==> src/lbh_pkg.sv <==
// Shared constants, types and a helper function for the latency bucket histogram.
// Used by the top level latency_bucket_histogram; depends on nothing else.
package lbh_pkg;

    // Counter width of the histogram. Counts are kept no wider than the
    // 32-bit report fields, so they stop at the largest value both can hold.
    localparam int COUNT_WIDTH = 32;
    localparam int DATA_W      = 32;
    localparam int CNT_W       = (COUNT_WIDTH < DATA_W) ? COUNT_WIDTH : DATA_W;

    localparam int NUM_THRESH  = 4;
    localparam int NUM_BUCKETS = NUM_THRESH + 1;
    localparam int BKT_AW      = $clog2(NUM_BUCKETS);
    localparam int CFG_IDX_W   = $clog2(NUM_THRESH);

    localparam logic [BKT_AW-1:0] FIRST_BKT = '0;
    localparam logic [BKT_AW-1:0] LAST_BKT  = BKT_AW'(NUM_BUCKETS - 1);

    // Threshold register values after reset, in register index order.
    localparam logic [DATA_W-1:0] THRESH_RESET [NUM_THRESH] = '{
        32'd20, 32'd100, 32'd1000, 32'd10000
    };

    // Item kinds on the input channel.
    localparam logic KIND_SAMPLE = 1'b0;
    localparam logic KIND_TICK   = 1'b1;

    typedef enum logic [1:0] {
        ST_RUN   = 2'b01,
        ST_SWEEP = 2'b10
    } lbh_state_t;

    // Saturating increment of a count.
    function automatic logic [CNT_W-1:0] sat_inc(input logic [CNT_W-1:0] v);
        return (&v) ? v : v + CNT_W'(1);
    endfunction

endpackage

==> src/lbh_ram.sv <==
// Generic single-port-write, single-port-read RAM with a registered read.
// Self-contained; no package dependency.
module lbh_ram #(
    parameter int WIDTH = 32,
    parameter int DEPTH = 8
) (
    input  logic                     clk,
    input  logic                     we,
    input  logic [$clog2(DEPTH)-1:0] waddr,
    input  logic [WIDTH-1:0]         wdata,
    input  logic [$clog2(DEPTH)-1:0] raddr,
    output logic [WIDTH-1:0]         rdata
);

    logic [WIDTH-1:0] mem [DEPTH];

    // Read returns the contents before a write in the same cycle.
    always_ff @(posedge clk)
    begin
        if (we)
        begin
            mem[waddr] <= wdata;
        end
        rdata <= mem[raddr];
    end

endmodule

==> src/latency_bucket_histogram.sv <==
// Latency bucket histogram: samples are taken one per cycle, back to back, while input is not
// stalled; a tick stalls input while the five bucket counts are swept out of the RAM, until
// its report word has moved to the output register, which it does once that register is free.
// Reset (rst_n low, asynchronous) loads the default thresholds and clears all counts,
// the maximum and the interval number; bucket RAM contents are masked by valid bits.
// Depends on lbh_pkg and lbh_ram.
module latency_bucket_histogram (
    input  logic                         clk,
    input  logic                         rst_n,

    // Configuration write port
    input  logic                         cfg_we,
    input  logic [lbh_pkg::CFG_IDX_W-1:0] cfg_index,
    input  logic [lbh_pkg::DATA_W-1:0]   cfg_data,

    // Input channel
    input  logic                         in_valid,
    output logic                         in_stall,
    input  logic                         kind,
    input  logic [lbh_pkg::DATA_W-1:0]   latency_us,

    // Output channel
    output logic                         out_valid,
    input  logic                         out_stall,
    output logic [lbh_pkg::DATA_W-1:0]   interval_number,
    output logic [lbh_pkg::DATA_W-1:0]   op_count,
    output logic [lbh_pkg::DATA_W-1:0]   bucket_0_count,
    output logic [lbh_pkg::DATA_W-1:0]   bucket_1_count,
    output logic [lbh_pkg::DATA_W-1:0]   bucket_2_count,
    output logic [lbh_pkg::DATA_W-1:0]   bucket_3_count,
    output logic [lbh_pkg::DATA_W-1:0]   bucket_4_count,
    output logic [lbh_pkg::DATA_W-1:0]   max_latency
);

    import lbh_pkg::*;

    // ------------------------------------------------------------------
    // Overview
    //
    // The five bucket counters live in a small RAM with a registered read.
    // A sample word is classified against the thresholds in the cycle it
    // is accepted and its bucket is read; in the next cycle the count is
    // incremented and written back. Because the RAM returns old data when
    // the same entry was written at the same edge as the read, the last
    // write is held in a forwarding register and replaces the RAM data on
    // an address match.
    //
    // A tick word snapshots the sample count, the maximum and the new
    // interval number into a report buffer and then sweeps the five RAM
    // entries through the same read stage. When the last entry has been
    // captured, all bucket valid bits clear at once, which empties the
    // histogram for the next interval without a write sweep. The finished
    // report moves to the output register as soon as that register is free,
    // so samples flow again while the report waits to be taken.
    // ------------------------------------------------------------------

    // Threshold registers
    logic [DATA_W-1:0] thresh_reg [NUM_THRESH];

    // Sequencer
    lbh_state_t        state_reg, state_next;
    logic [BKT_AW-1:0] sweep_idx_reg, sweep_idx_next;

    // Interval state kept in flops
    logic [CNT_W-1:0]  op_cnt_reg, op_cnt_next;
    logic [DATA_W-1:0] max_reg, max_next;
    logic [DATA_W-1:0] intv_reg, intv_next;

    // Read stage: one RAM access in flight
    logic              s1_valid_reg, s1_valid_next;
    logic              s1_rpt_reg, s1_rpt_next;
    logic [BKT_AW-1:0] s1_addr_reg, s1_addr_next;

    // Write forwarding
    logic              fwd_valid_reg, fwd_valid_next;
    logic [BKT_AW-1:0] fwd_addr_reg;
    logic [CNT_W-1:0]  fwd_data_reg;

    // Per-entry valid bits of the bucket RAM
    logic [NUM_BUCKETS-1:0] bkt_valid_reg, bkt_valid_next;

    // Report buffer
    logic              rep_full_reg, rep_full_next;
    logic              rep_done_reg, rep_done_next;
    logic [DATA_W-1:0] rep_intv_reg;
    logic [CNT_W-1:0]  rep_op_reg;
    logic [DATA_W-1:0] rep_max_reg;
    logic [CNT_W-1:0]  rep_bkt_reg [NUM_BUCKETS];

    // Output register
    logic              out_valid_reg, out_valid_next;
    logic [DATA_W-1:0] out_intv_reg;
    logic [CNT_W-1:0]  out_op_reg;
    logic [DATA_W-1:0] out_max_reg;
    logic [CNT_W-1:0]  out_bkt_reg [NUM_BUCKETS];

    // Datapath signals
    logic              in_acc;
    logic              is_tick;
    logic [BKT_AW-1:0] bkt_sel;
    logic [BKT_AW-1:0] ram_raddr;
    logic [CNT_W-1:0]  ram_rdata;
    logic [CNT_W-1:0]  cur_count;
    logic              wr_en;
    logic [CNT_W-1:0]  wr_data;
    logic              last_cap;
    logic              xfer;

    // ------------------------------------------------------------------
    // Handshakes
    // ------------------------------------------------------------------

    // Input is held off during the sweep and until the report buffer has
    // handed its report to the output register.
    assign in_stall = (state_reg != ST_RUN) || rep_full_reg;
    assign in_acc   = in_valid && !in_stall;
    assign is_tick  = (kind == KIND_TICK);

    assign xfer = rep_done_reg && (!out_valid_reg || !out_stall);

    // ------------------------------------------------------------------
    // Bucket choice: the first threshold the latency is below wins.
    // ------------------------------------------------------------------
    always_comb
    begin
        bkt_sel = LAST_BKT;
        for (int k = NUM_THRESH - 1; k >= 0; k--)
        begin
            if (latency_us < thresh_reg[k])
            begin
                bkt_sel = BKT_AW'(k);
            end
        end
    end

    // A tick reads the first entry in its own accept cycle; the sweep
    // then reads the rest, one per cycle.
    always_comb
    begin
        if (state_reg == ST_SWEEP)
        begin
            ram_raddr = sweep_idx_reg;
        end
        else if (is_tick)
        begin
            ram_raddr = FIRST_BKT;
        end
        else
        begin
            ram_raddr = bkt_sel;
        end
    end

    // ------------------------------------------------------------------
    // Bucket RAM
    // ------------------------------------------------------------------
    lbh_ram #(
        .WIDTH (CNT_W),
        .DEPTH (NUM_BUCKETS)
    ) u_bkt_ram (
        .clk   (clk),
        .we    (wr_en),
        .waddr (s1_addr_reg),
        .wdata (wr_data),
        .raddr (ram_raddr),
        .rdata (ram_rdata)
    );

    // Current count of the entry in the read stage: the write of the last
    // cycle if it hit the same entry, else the RAM data if the entry has
    // been written this interval, else zero.
    always_comb
    begin
        if (fwd_valid_reg && (fwd_addr_reg == s1_addr_reg))
        begin
            cur_count = fwd_data_reg;
        end
        else if (bkt_valid_reg[s1_addr_reg])
        begin
            cur_count = ram_rdata;
        end
        else
        begin
            cur_count = '0;
        end
    end

    assign wr_en    = s1_valid_reg && !s1_rpt_reg;
    assign wr_data  = sat_inc(cur_count);
    assign last_cap = s1_valid_reg && s1_rpt_reg && (s1_addr_reg == LAST_BKT);

    // ------------------------------------------------------------------
    // Control next state
    // ------------------------------------------------------------------
    always_comb
    begin
        state_next     = state_reg;
        sweep_idx_next = sweep_idx_reg;
        op_cnt_next    = op_cnt_reg;
        max_next       = max_reg;
        intv_next      = intv_reg;
        rep_full_next  = rep_full_reg;
        rep_done_next  = rep_done_reg;
        out_valid_next = out_valid_reg;
        bkt_valid_next = bkt_valid_reg;

        s1_valid_next = in_acc || (state_reg == ST_SWEEP);
        s1_rpt_next   = (state_reg == ST_SWEEP) || is_tick;
        s1_addr_next  = ram_raddr;

        fwd_valid_next = wr_en;

        unique case (state_reg)
            ST_RUN:
            begin
                if (in_acc && is_tick)
                begin
                    state_next     = ST_SWEEP;
                    sweep_idx_next = FIRST_BKT + BKT_AW'(1);
                end
            end
            ST_SWEEP:
            begin
                if (sweep_idx_reg == LAST_BKT)
                begin
                    state_next = ST_RUN;
                end
                else
                begin
                    sweep_idx_next = sweep_idx_reg + BKT_AW'(1);
                end
            end
            default:
            begin
                state_next = ST_RUN;
            end
        endcase

        if (in_acc)
        begin
            if (is_tick)
            begin
                intv_next     = intv_reg + DATA_W'(1);
                op_cnt_next   = '0;
                max_next      = '0;
                rep_full_next = 1'b1;
            end
            else
            begin
                op_cnt_next = sat_inc(op_cnt_reg);
                if (latency_us > max_reg)
                begin
                    max_next = latency_us;
                end
            end
        end

        if (wr_en)
        begin
            bkt_valid_next[s1_addr_reg] = 1'b1;
        end

        // The last bucket has been read out: the interval is closed.
        if (last_cap)
        begin
            bkt_valid_next = '0;
            fwd_valid_next = 1'b0;
            rep_done_next  = 1'b1;
        end

        if (xfer)
        begin
            rep_full_next  = 1'b0;
            rep_done_next  = 1'b0;
            out_valid_next = 1'b1;
        end
        else if (!out_stall)
        begin
            out_valid_next = 1'b0;
        end
    end

    // ------------------------------------------------------------------
    // Control registers
    // ------------------------------------------------------------------
    always_ff @(posedge clk or negedge rst_n)
    begin
        if (!rst_n)
        begin
            for (int k = 0; k < NUM_THRESH; k++)
            begin
                thresh_reg[k] <= THRESH_RESET[k];
            end
            state_reg     <= ST_RUN;
            sweep_idx_reg <= FIRST_BKT;
            op_cnt_reg    <= '0;
            max_reg       <= '0;
            intv_reg      <= '0;
            s1_valid_reg  <= 1'b0;
            s1_rpt_reg    <= 1'b0;
            fwd_valid_reg <= 1'b0;
            bkt_valid_reg <= '0;
            rep_full_reg  <= 1'b0;
            rep_done_reg  <= 1'b0;
            out_valid_reg <= 1'b0;
        end
        else
        begin
            if (cfg_we)
            begin
                thresh_reg[cfg_index] <= cfg_data;
            end
            state_reg     <= state_next;
            sweep_idx_reg <= sweep_idx_next;
            op_cnt_reg    <= op_cnt_next;
            max_reg       <= max_next;
            intv_reg      <= intv_next;
            s1_valid_reg  <= s1_valid_next;
            s1_rpt_reg    <= s1_rpt_next;
            fwd_valid_reg <= fwd_valid_next;
            bkt_valid_reg <= bkt_valid_next;
            rep_full_reg  <= rep_full_next;
            rep_done_reg  <= rep_done_next;
            out_valid_reg <= out_valid_next;
        end
    end

    // ------------------------------------------------------------------
    // Payload registers
    // ------------------------------------------------------------------
    always_ff @(posedge clk)
    begin
        s1_addr_reg  <= s1_addr_next;
        fwd_addr_reg <= s1_addr_reg;
        fwd_data_reg <= wr_data;

        if (in_acc && is_tick)
        begin
            rep_intv_reg <= intv_next;
            rep_op_reg   <= op_cnt_reg;
            rep_max_reg  <= max_reg;
        end

        if (s1_valid_reg && s1_rpt_reg)
        begin
            rep_bkt_reg[s1_addr_reg] <= cur_count;
        end

        if (xfer)
        begin
            out_intv_reg <= rep_intv_reg;
            out_op_reg   <= rep_op_reg;
            out_max_reg  <= rep_max_reg;
            for (int k = 0; k < NUM_BUCKETS; k++)
            begin
                out_bkt_reg[k] <= rep_bkt_reg[k];
            end
        end
    end

    // ------------------------------------------------------------------
    // Outputs
    // ------------------------------------------------------------------
    assign out_valid       = out_valid_reg;
    assign interval_number = out_intv_reg;
    assign op_count        = DATA_W'(out_op_reg);
    assign bucket_0_count  = DATA_W'(out_bkt_reg[0]);
    assign bucket_1_count  = DATA_W'(out_bkt_reg[1]);
    assign bucket_2_count  = DATA_W'(out_bkt_reg[2]);
    assign bucket_3_count  = DATA_W'(out_bkt_reg[3]);
    assign bucket_4_count  = DATA_W'(out_bkt_reg[4]);
    assign max_latency     = out_max_reg;

`ifndef NO_ASSERTIONS
    // No sample write-back may be pending while the buckets are swept out.
    a_no_write_in_sweep: assert property (
        @(posedge clk) disable iff (!rst_n)
        (state_reg == ST_SWEEP) |-> !(s1_valid_reg && !s1_rpt_reg)
    ) else $error("sample write-back overlaps the report sweep");

    // Capturing the last bucket closes the interval: every entry reads as zero.
    a_clear_after_sweep: assert property (
        @(posedge clk) disable iff (!rst_n)
        last_cap |=> (bkt_valid_reg == '0) && !fwd_valid_reg
    ) else $error("bucket entries still valid after the report sweep");

    // A new report appears only from a completed sweep.
    a_report_from_sweep: assert property (
        @(posedge clk) disable iff (!rst_n)
        $rose(out_valid_reg) |-> $past(rep_done_reg)
    ) else $error("report word issued before its sweep finished");
`endif

endmodule

==> config.mk <==
export PLATFORM = sky130hd
export DESIGN_NAME = latency_bucket_histogram
export DESIGN_NICKNAME = d
export VERILOG_FILES = /design/src/lbh_pkg.sv /design/src/lbh_ram.sv /design/src/latency_bucket_histogram.sv
export SDC_FILE = /design/constraint.sdc
export NUM_CORES = 1
export LEC_CHECK = 0
export ABC_AREA = 1
export BUFFER_PORTS_ARGS = -buffer_cell sky130_fd_sc_hd__buf_2
export CAP_MARGIN = 20
export CORE_ASPECT_RATIO = 1.75
export CORE_UTILIZATION = 30
export CTS_BUF_LIST = sky130_fd_sc_hd__clkbuf_2
export DETAILED_ROUTE_END_ITERATION = 12
export PLACE_DENSITY_LB_ADDON = 0.1
export SYNTH_ARGS = -nofsm -noshare
export SYNTH_HDL_FRONTEND = slang
export SYNTH_HIERARCHICAL = 1
export SYNTH_SLANG_ARGS = --single-unit
==> constraint.sdc <==
create_clock -name clk -period 27.6 [get_ports clk]
set_input_delay 8.28 -clock clk [delete_from_list [all_inputs] [get_ports clk]]
set_output_delay 8.28 -clock clk [all_outputs]
set_load 0.02 [all_outputs]
After elaboration in Yosys (flattened, before gate mapping):

Memories as Yosys holds them, arrays and structs flattened. A register that Yosys moved wholly into a read port is not among the register bits.
Index checks and enable logic that the tools add are counted.

* register bits after elaboration: 470
* bits in writable memories: 480
* input bits: 72
* output and inout bits: 258
* word-level logic and storage cells: 128
* memories: 3

* $add $sub $neg: 4
* $lt $le $gt $ge: 9
* eq/ne operators: 11
* mux-type cells: 44
* bitwise logic cells: 2
* reductions and logical operators: 30

Memory list
* out_bkt_reg: depth 5, bits a word 32, rd ports 5, clocked after memory_dff 0, write ports 5, line latency_bucket_histogram.sv:95 `logic [CNT_W-1:0] out_bkt_reg [NUM_BUCKETS];`
* rep_bkt_reg: depth 5, bits a word 32, rd ports 5, clocked after memory_dff 0, write ports 1, line latency_bucket_histogram.sv:88 `logic [CNT_W-1:0] rep_bkt_reg [NUM_BUCKETS];`
* u_bkt_ram.mem: depth 5, bits a word 32, rd ports 1, clocked after memory_dff 1, write ports 1, line lbh_ram.sv:15 `logic [WIDTH-1:0] mem [DEPTH];`

Operators with widths (count)
* $mux 32: 10
* $bwmux 128: 1
* $lt 32x32->1: 4
* $add 32x1->32 const B: 3
* $demux 32 s2: 1
* $reduce_and 32->1: 2
* $gt 32x32->1: 1
* $mux 3: 8
* $mux 1: 16
* $reduce_bool 2->1: 6
* $mux 5: 2
* $logic_and 1x1->1: 9
* $reduce_and 2->1: 4
* $eq 3x3->1 const B: 2
* $ne 2x1->1 const B: 3
* $ne 2x2->1 const B: 3
* $pmux 3 s2: 1
* $or 5x5->5: 1
* $logic_not 1->1: 4
* $logic_or 1x1->1: 4
* $lt 3x4->1 const B: 1
* $mux 2: 2
* $pmux 2 s2: 1
* $add 3x1->3 const B: 1
* 10 further kinds: 10

Longest topological paths before layout:

* depth after elaboration: 7
* mapped depth: 21
* mapped depth without buffers: 20

Modules after synthesis:

The synthesis kept the hierarchy.

Modules (own cells, without submodules)
* latency_bucket_histogram: times used 1, cells each 2710, area an instance 32369.8 µm², sequential area each 22162.5 µm²
* lbh_ram: times used 1, cells each 681, area an instance 7450.9 µm², sequential area each 5445.2 µm²

Worst setup path after synthesis:

OpenSTA, ideal clock, no wires.

* kind: input to register
* start: input port out_stall
* end: register out_intv_reg[0], in the netlist interval_number[0] (enable)
* setup time: 961 ps
* arrival time: 20635 ps
* required time: 26639 ps
* path slack: 6004 ps
* stages: 1
* buffers on the path: 0
* path through: a21oi_1

* cells in the longest elaborated chain, start to end: 3

RTL lines
* start, declared: line latency_bucket_histogram.sv:24 `input logic out_stall,`
* $logic_not 1->1
* $logic_or 1x1->1: line latency_bucket_histogram.sv:119 `assign xfer = rep_done_reg && (!out_valid_reg || !out_stall);`
* $logic_and 1x1->1: line latency_bucket_histogram.sv:119
* end signal, assigned: line latency_bucket_histogram.sv:351 `out_intv_reg <= rep_intv_reg;`
* end, declared: line latency_bucket_histogram.sv:92 `logic [DATA_W-1:0] out_intv_reg;`

No other way between the ends.
A chain may end at the register's enable or synchronous reset.

Worst setup path in the final report:

* start: register state_reg[0]
* end: output port in_stall

* cells in the longest elaborated chain, start to end: 2

RTL lines
* start, declared: line latency_bucket_histogram.sv:61 `lbh_state_t state_reg, state_next;`
* start signal, assigned: line latency_bucket_histogram.sv:313 `state_reg <= state_next;`
* $ne 2x1->1: line latency_bucket_histogram.sv:115 `assign in_stall = (state_reg != ST_RUN) || rep_full_reg;`
* $logic_or 1x1->1: line latency_bucket_histogram.sv:115
* end, declared: line latency_bucket_histogram.sv:18 `output logic in_stall,`

No other way between the ends.

==> run metrics <==
CTS tree done; Worst-Margin Slew 1.04 ns; routed length per placed instance 18.5 µm; clock slew at reported path FFs 0.11 ns; Final min period 10.94 ns; Gate power share 21.4%; leading area contributor after synthesis edfxtp_1; final setup vio count 0; I/O pin total 330; first-iteration detailed-routing DRC count 1034; Hold Fails Final Rpt 0; DRT Pass-1 Iters 8; top-count cell post-synth nand2_1; worst setup path start state_reg[0]; Die Footprint 134000 µm²; Die Ht 484 µm; PnR worst setup slack 16.66 ns; syn nets 3624; TritonCTS buffer count 229; Post-layout nets 4128; final worst path period share 39.6%; Post-CTS Setup Bufs 0; met3 Usage GRT 3.76%; Clock Path Buffers 3; Layout area overhead 14.8%; Worst slew margin 30.8%; maximum vdd ir drop 0.0320 mV; yosys warns 6; Final Util 34.8%; Setup CP Type reg -> out; worst slack, placed 15.29 ns; routed vias 25.5k; post-synth top area share 50.7%; Final Max Slew Viols 0; max-capacitance violation count 0; routed vias/inst 4.41; dpl hpwl 71100 µm; R2R cell count 15; most frequent cells after synthesis 835 x nand2_1, 672 x edfxtp_1, 448 x inv_1; RSZ-0062 raised after global routing false; Int Pwr 2.45 mW; HP Class reg -> reg; sequential area share after synthesis 69.3%; Net Switching 1.28 mW; Final GP Congestion 0.817; asr flop ratio synth 24.4%; core area 131000 µm²; drc violations 0; reg2reg setup slack 23.20 ns; EDFF count, synth 672; flops & latches, synth 982; worst skew pair latency 1.60 ns; Net Sw Frac 34.4%; hold buffer count at CTS 0; largest net degree at the start of global routing 68; PortBufs 329; Critical Path RT 19.32 ns; Crit path arrival time 2.66 ns; std cell rows 176; initial antenna violation count 10; dominant cells by area after synthesis edfxtp_1 51%, dfrtp_1 14%, nand2_1 7.9%; Primary FF master, synth edfxtp_1; r2r startpoint s1_addr_reg[1]; vias in the first global route 26.0k; post-route antenna net violation count 0; global routing's busiest layer met2; end of the worst register-to-register path u_bkt_ram/mem[3][11]; met2 Usage GRT 30.2%; crit path max fanout 2; CTS sink count 982; CP Capture Type output pin; cell area after synthesis 39800 µm²; register share of total power 52.2%; share of layout cells above drive strength 1 21.2%; Yosys cell types 47; Max Fclk 91.4 MHz; status complete, no violations; gr usage total 16.1%; Hold Startpoint rep_bkt_reg[4][5]; Initial Utilization 30.3%; Cells after Synth 3391; met1 GRT Util 17.1%; clock skew 0.175 ns; CTS Root Cell clkbuf_2; Worst setup endpoint in_stall; setup TNS 0 ns; cts repair resizes 0; gr ovfl total 0; Mapped Avg Cell Area 11.7 µm²; Die Wd 277 µm; crit path launch type flop; final WL 107000 µm; pwr dens 81.7 nW/µm²; H-tree Lvls 4; first-pass GRT wire length 160000 µm; LEAKAGE 19.5 nW; fillers 13.3k; power share of the clock group 26.3%
-- cell families after synthesis --
logic type	Yosys count	synth area share (%)
AOI/OAI and AO/OA	326	4.65
buffers and inverters	542	5.53
adders and majority gates	161	5.06
DFF	982	69.3
and+or+nand+nor	1330	14.3
xor gates and xnor gates	50	1.10
-- worst max-delay path: stages, from the launching register on --
cell and delay (ns):
dfstp_2 0.54, nand2_1 0.06, nor2_1 0.31, inv_1 0.09, buf_2 0.17
-- layout by cell type, fill, tap and decap left out, drive strengths merged, types with 17 or more instances in the layout --
master and count:
nor3 35, nor2 164, o21ai 191, edfxtp 672
ha 161, inv 465, dfrtp 223, a21oi 91
nand4 55, dfxtp 70, xor2 29, clkbuf 356
o31ai 18, buf 360, xnor2 21, dfstp 17
clkinv 63, nand2 859, nand3 196
-- worst min-delay path by stage --
stage | to | slack [ns] | cells past startpoint
2_1_floorplan | fwd_addr_reg[1] | 0.37 | 0
3_3_place_gp | out_bkt_reg[0][91] | 0.40 | 0
3_5_place_dp | interval_number[23] | 0.40 | 0
4_1_cts | out_bkt_reg[0][133] | 0.32 | 0
5_1_grt | out_bkt_reg[0][133] | 0.34 | 0
6_report | out_bkt_reg[0][133] | 0.36 | 0
-- power groups by stage --
stage	sequential [mW]	clock [mW]	combinational (mW)
6_report	1.95	0.983	0.801
5_1_grt	1.97	1.12	0.911
4_1_cts	1.95	1.05	0.829
3_5_place_dp	1.99	0	0.827
3_3_place_gp	1.99	0	0.820
2_1_floorplan	2.02	0	0.487
-- layer usage --
| layer | vias to the layer above | wire length [µm] | part of all wire, % |
|---|---|---|---|
| met5 | - | 56 | 0.052 |
| met4 | 10 | 3190 | 3.0 |
| met3 | 229 | 5080 | 4.7 |
| met2 | 635 | 57200 | 54 |
| met1 | 12100 | 41300 | 39 |
| li1 | 12600 | - | - |
-- final cells by class --
type | instances | area [µm²] | area share [%]
Antenna cell | 6 | 15.0 | 0.0328
Clock buffer | 356 | 1780 | 3.90
Clock inverter | 75 | 432 | 0.944
Inverter | 455 | 1710 | 3.74
Multi-Input combinational cell | 1867 | 10200 | 22.2
Sequential cell | 982 | 27600 | 60.4
Tap cell | 1691 | 2120 | 4.63
Timing Repair Buffer | 360 | 1890 | 4.13
-- stage by stage --
| step | instance area [µm²] | total power, mW | instances | hold slack (ns) |
|---|---|---|---|---|
| final | 45700 | 3.74 | 5792 | 0.357 |
| after floorplan | 39800 | 2.50 | 3391 | 0.368 |
| after detailed placement | 43500 | 2.81 | 5355 | 0.405 |
| after global placement | 43500 | 2.81 | 5355 | 0.401 |
| after CTS | 45700 | 3.84 | 5786 | 0.319 |
| after global routing | 45700 | 4.00 | 5792 | 0.335 |
Note: power is estimated with default switching activity, not from simulation.
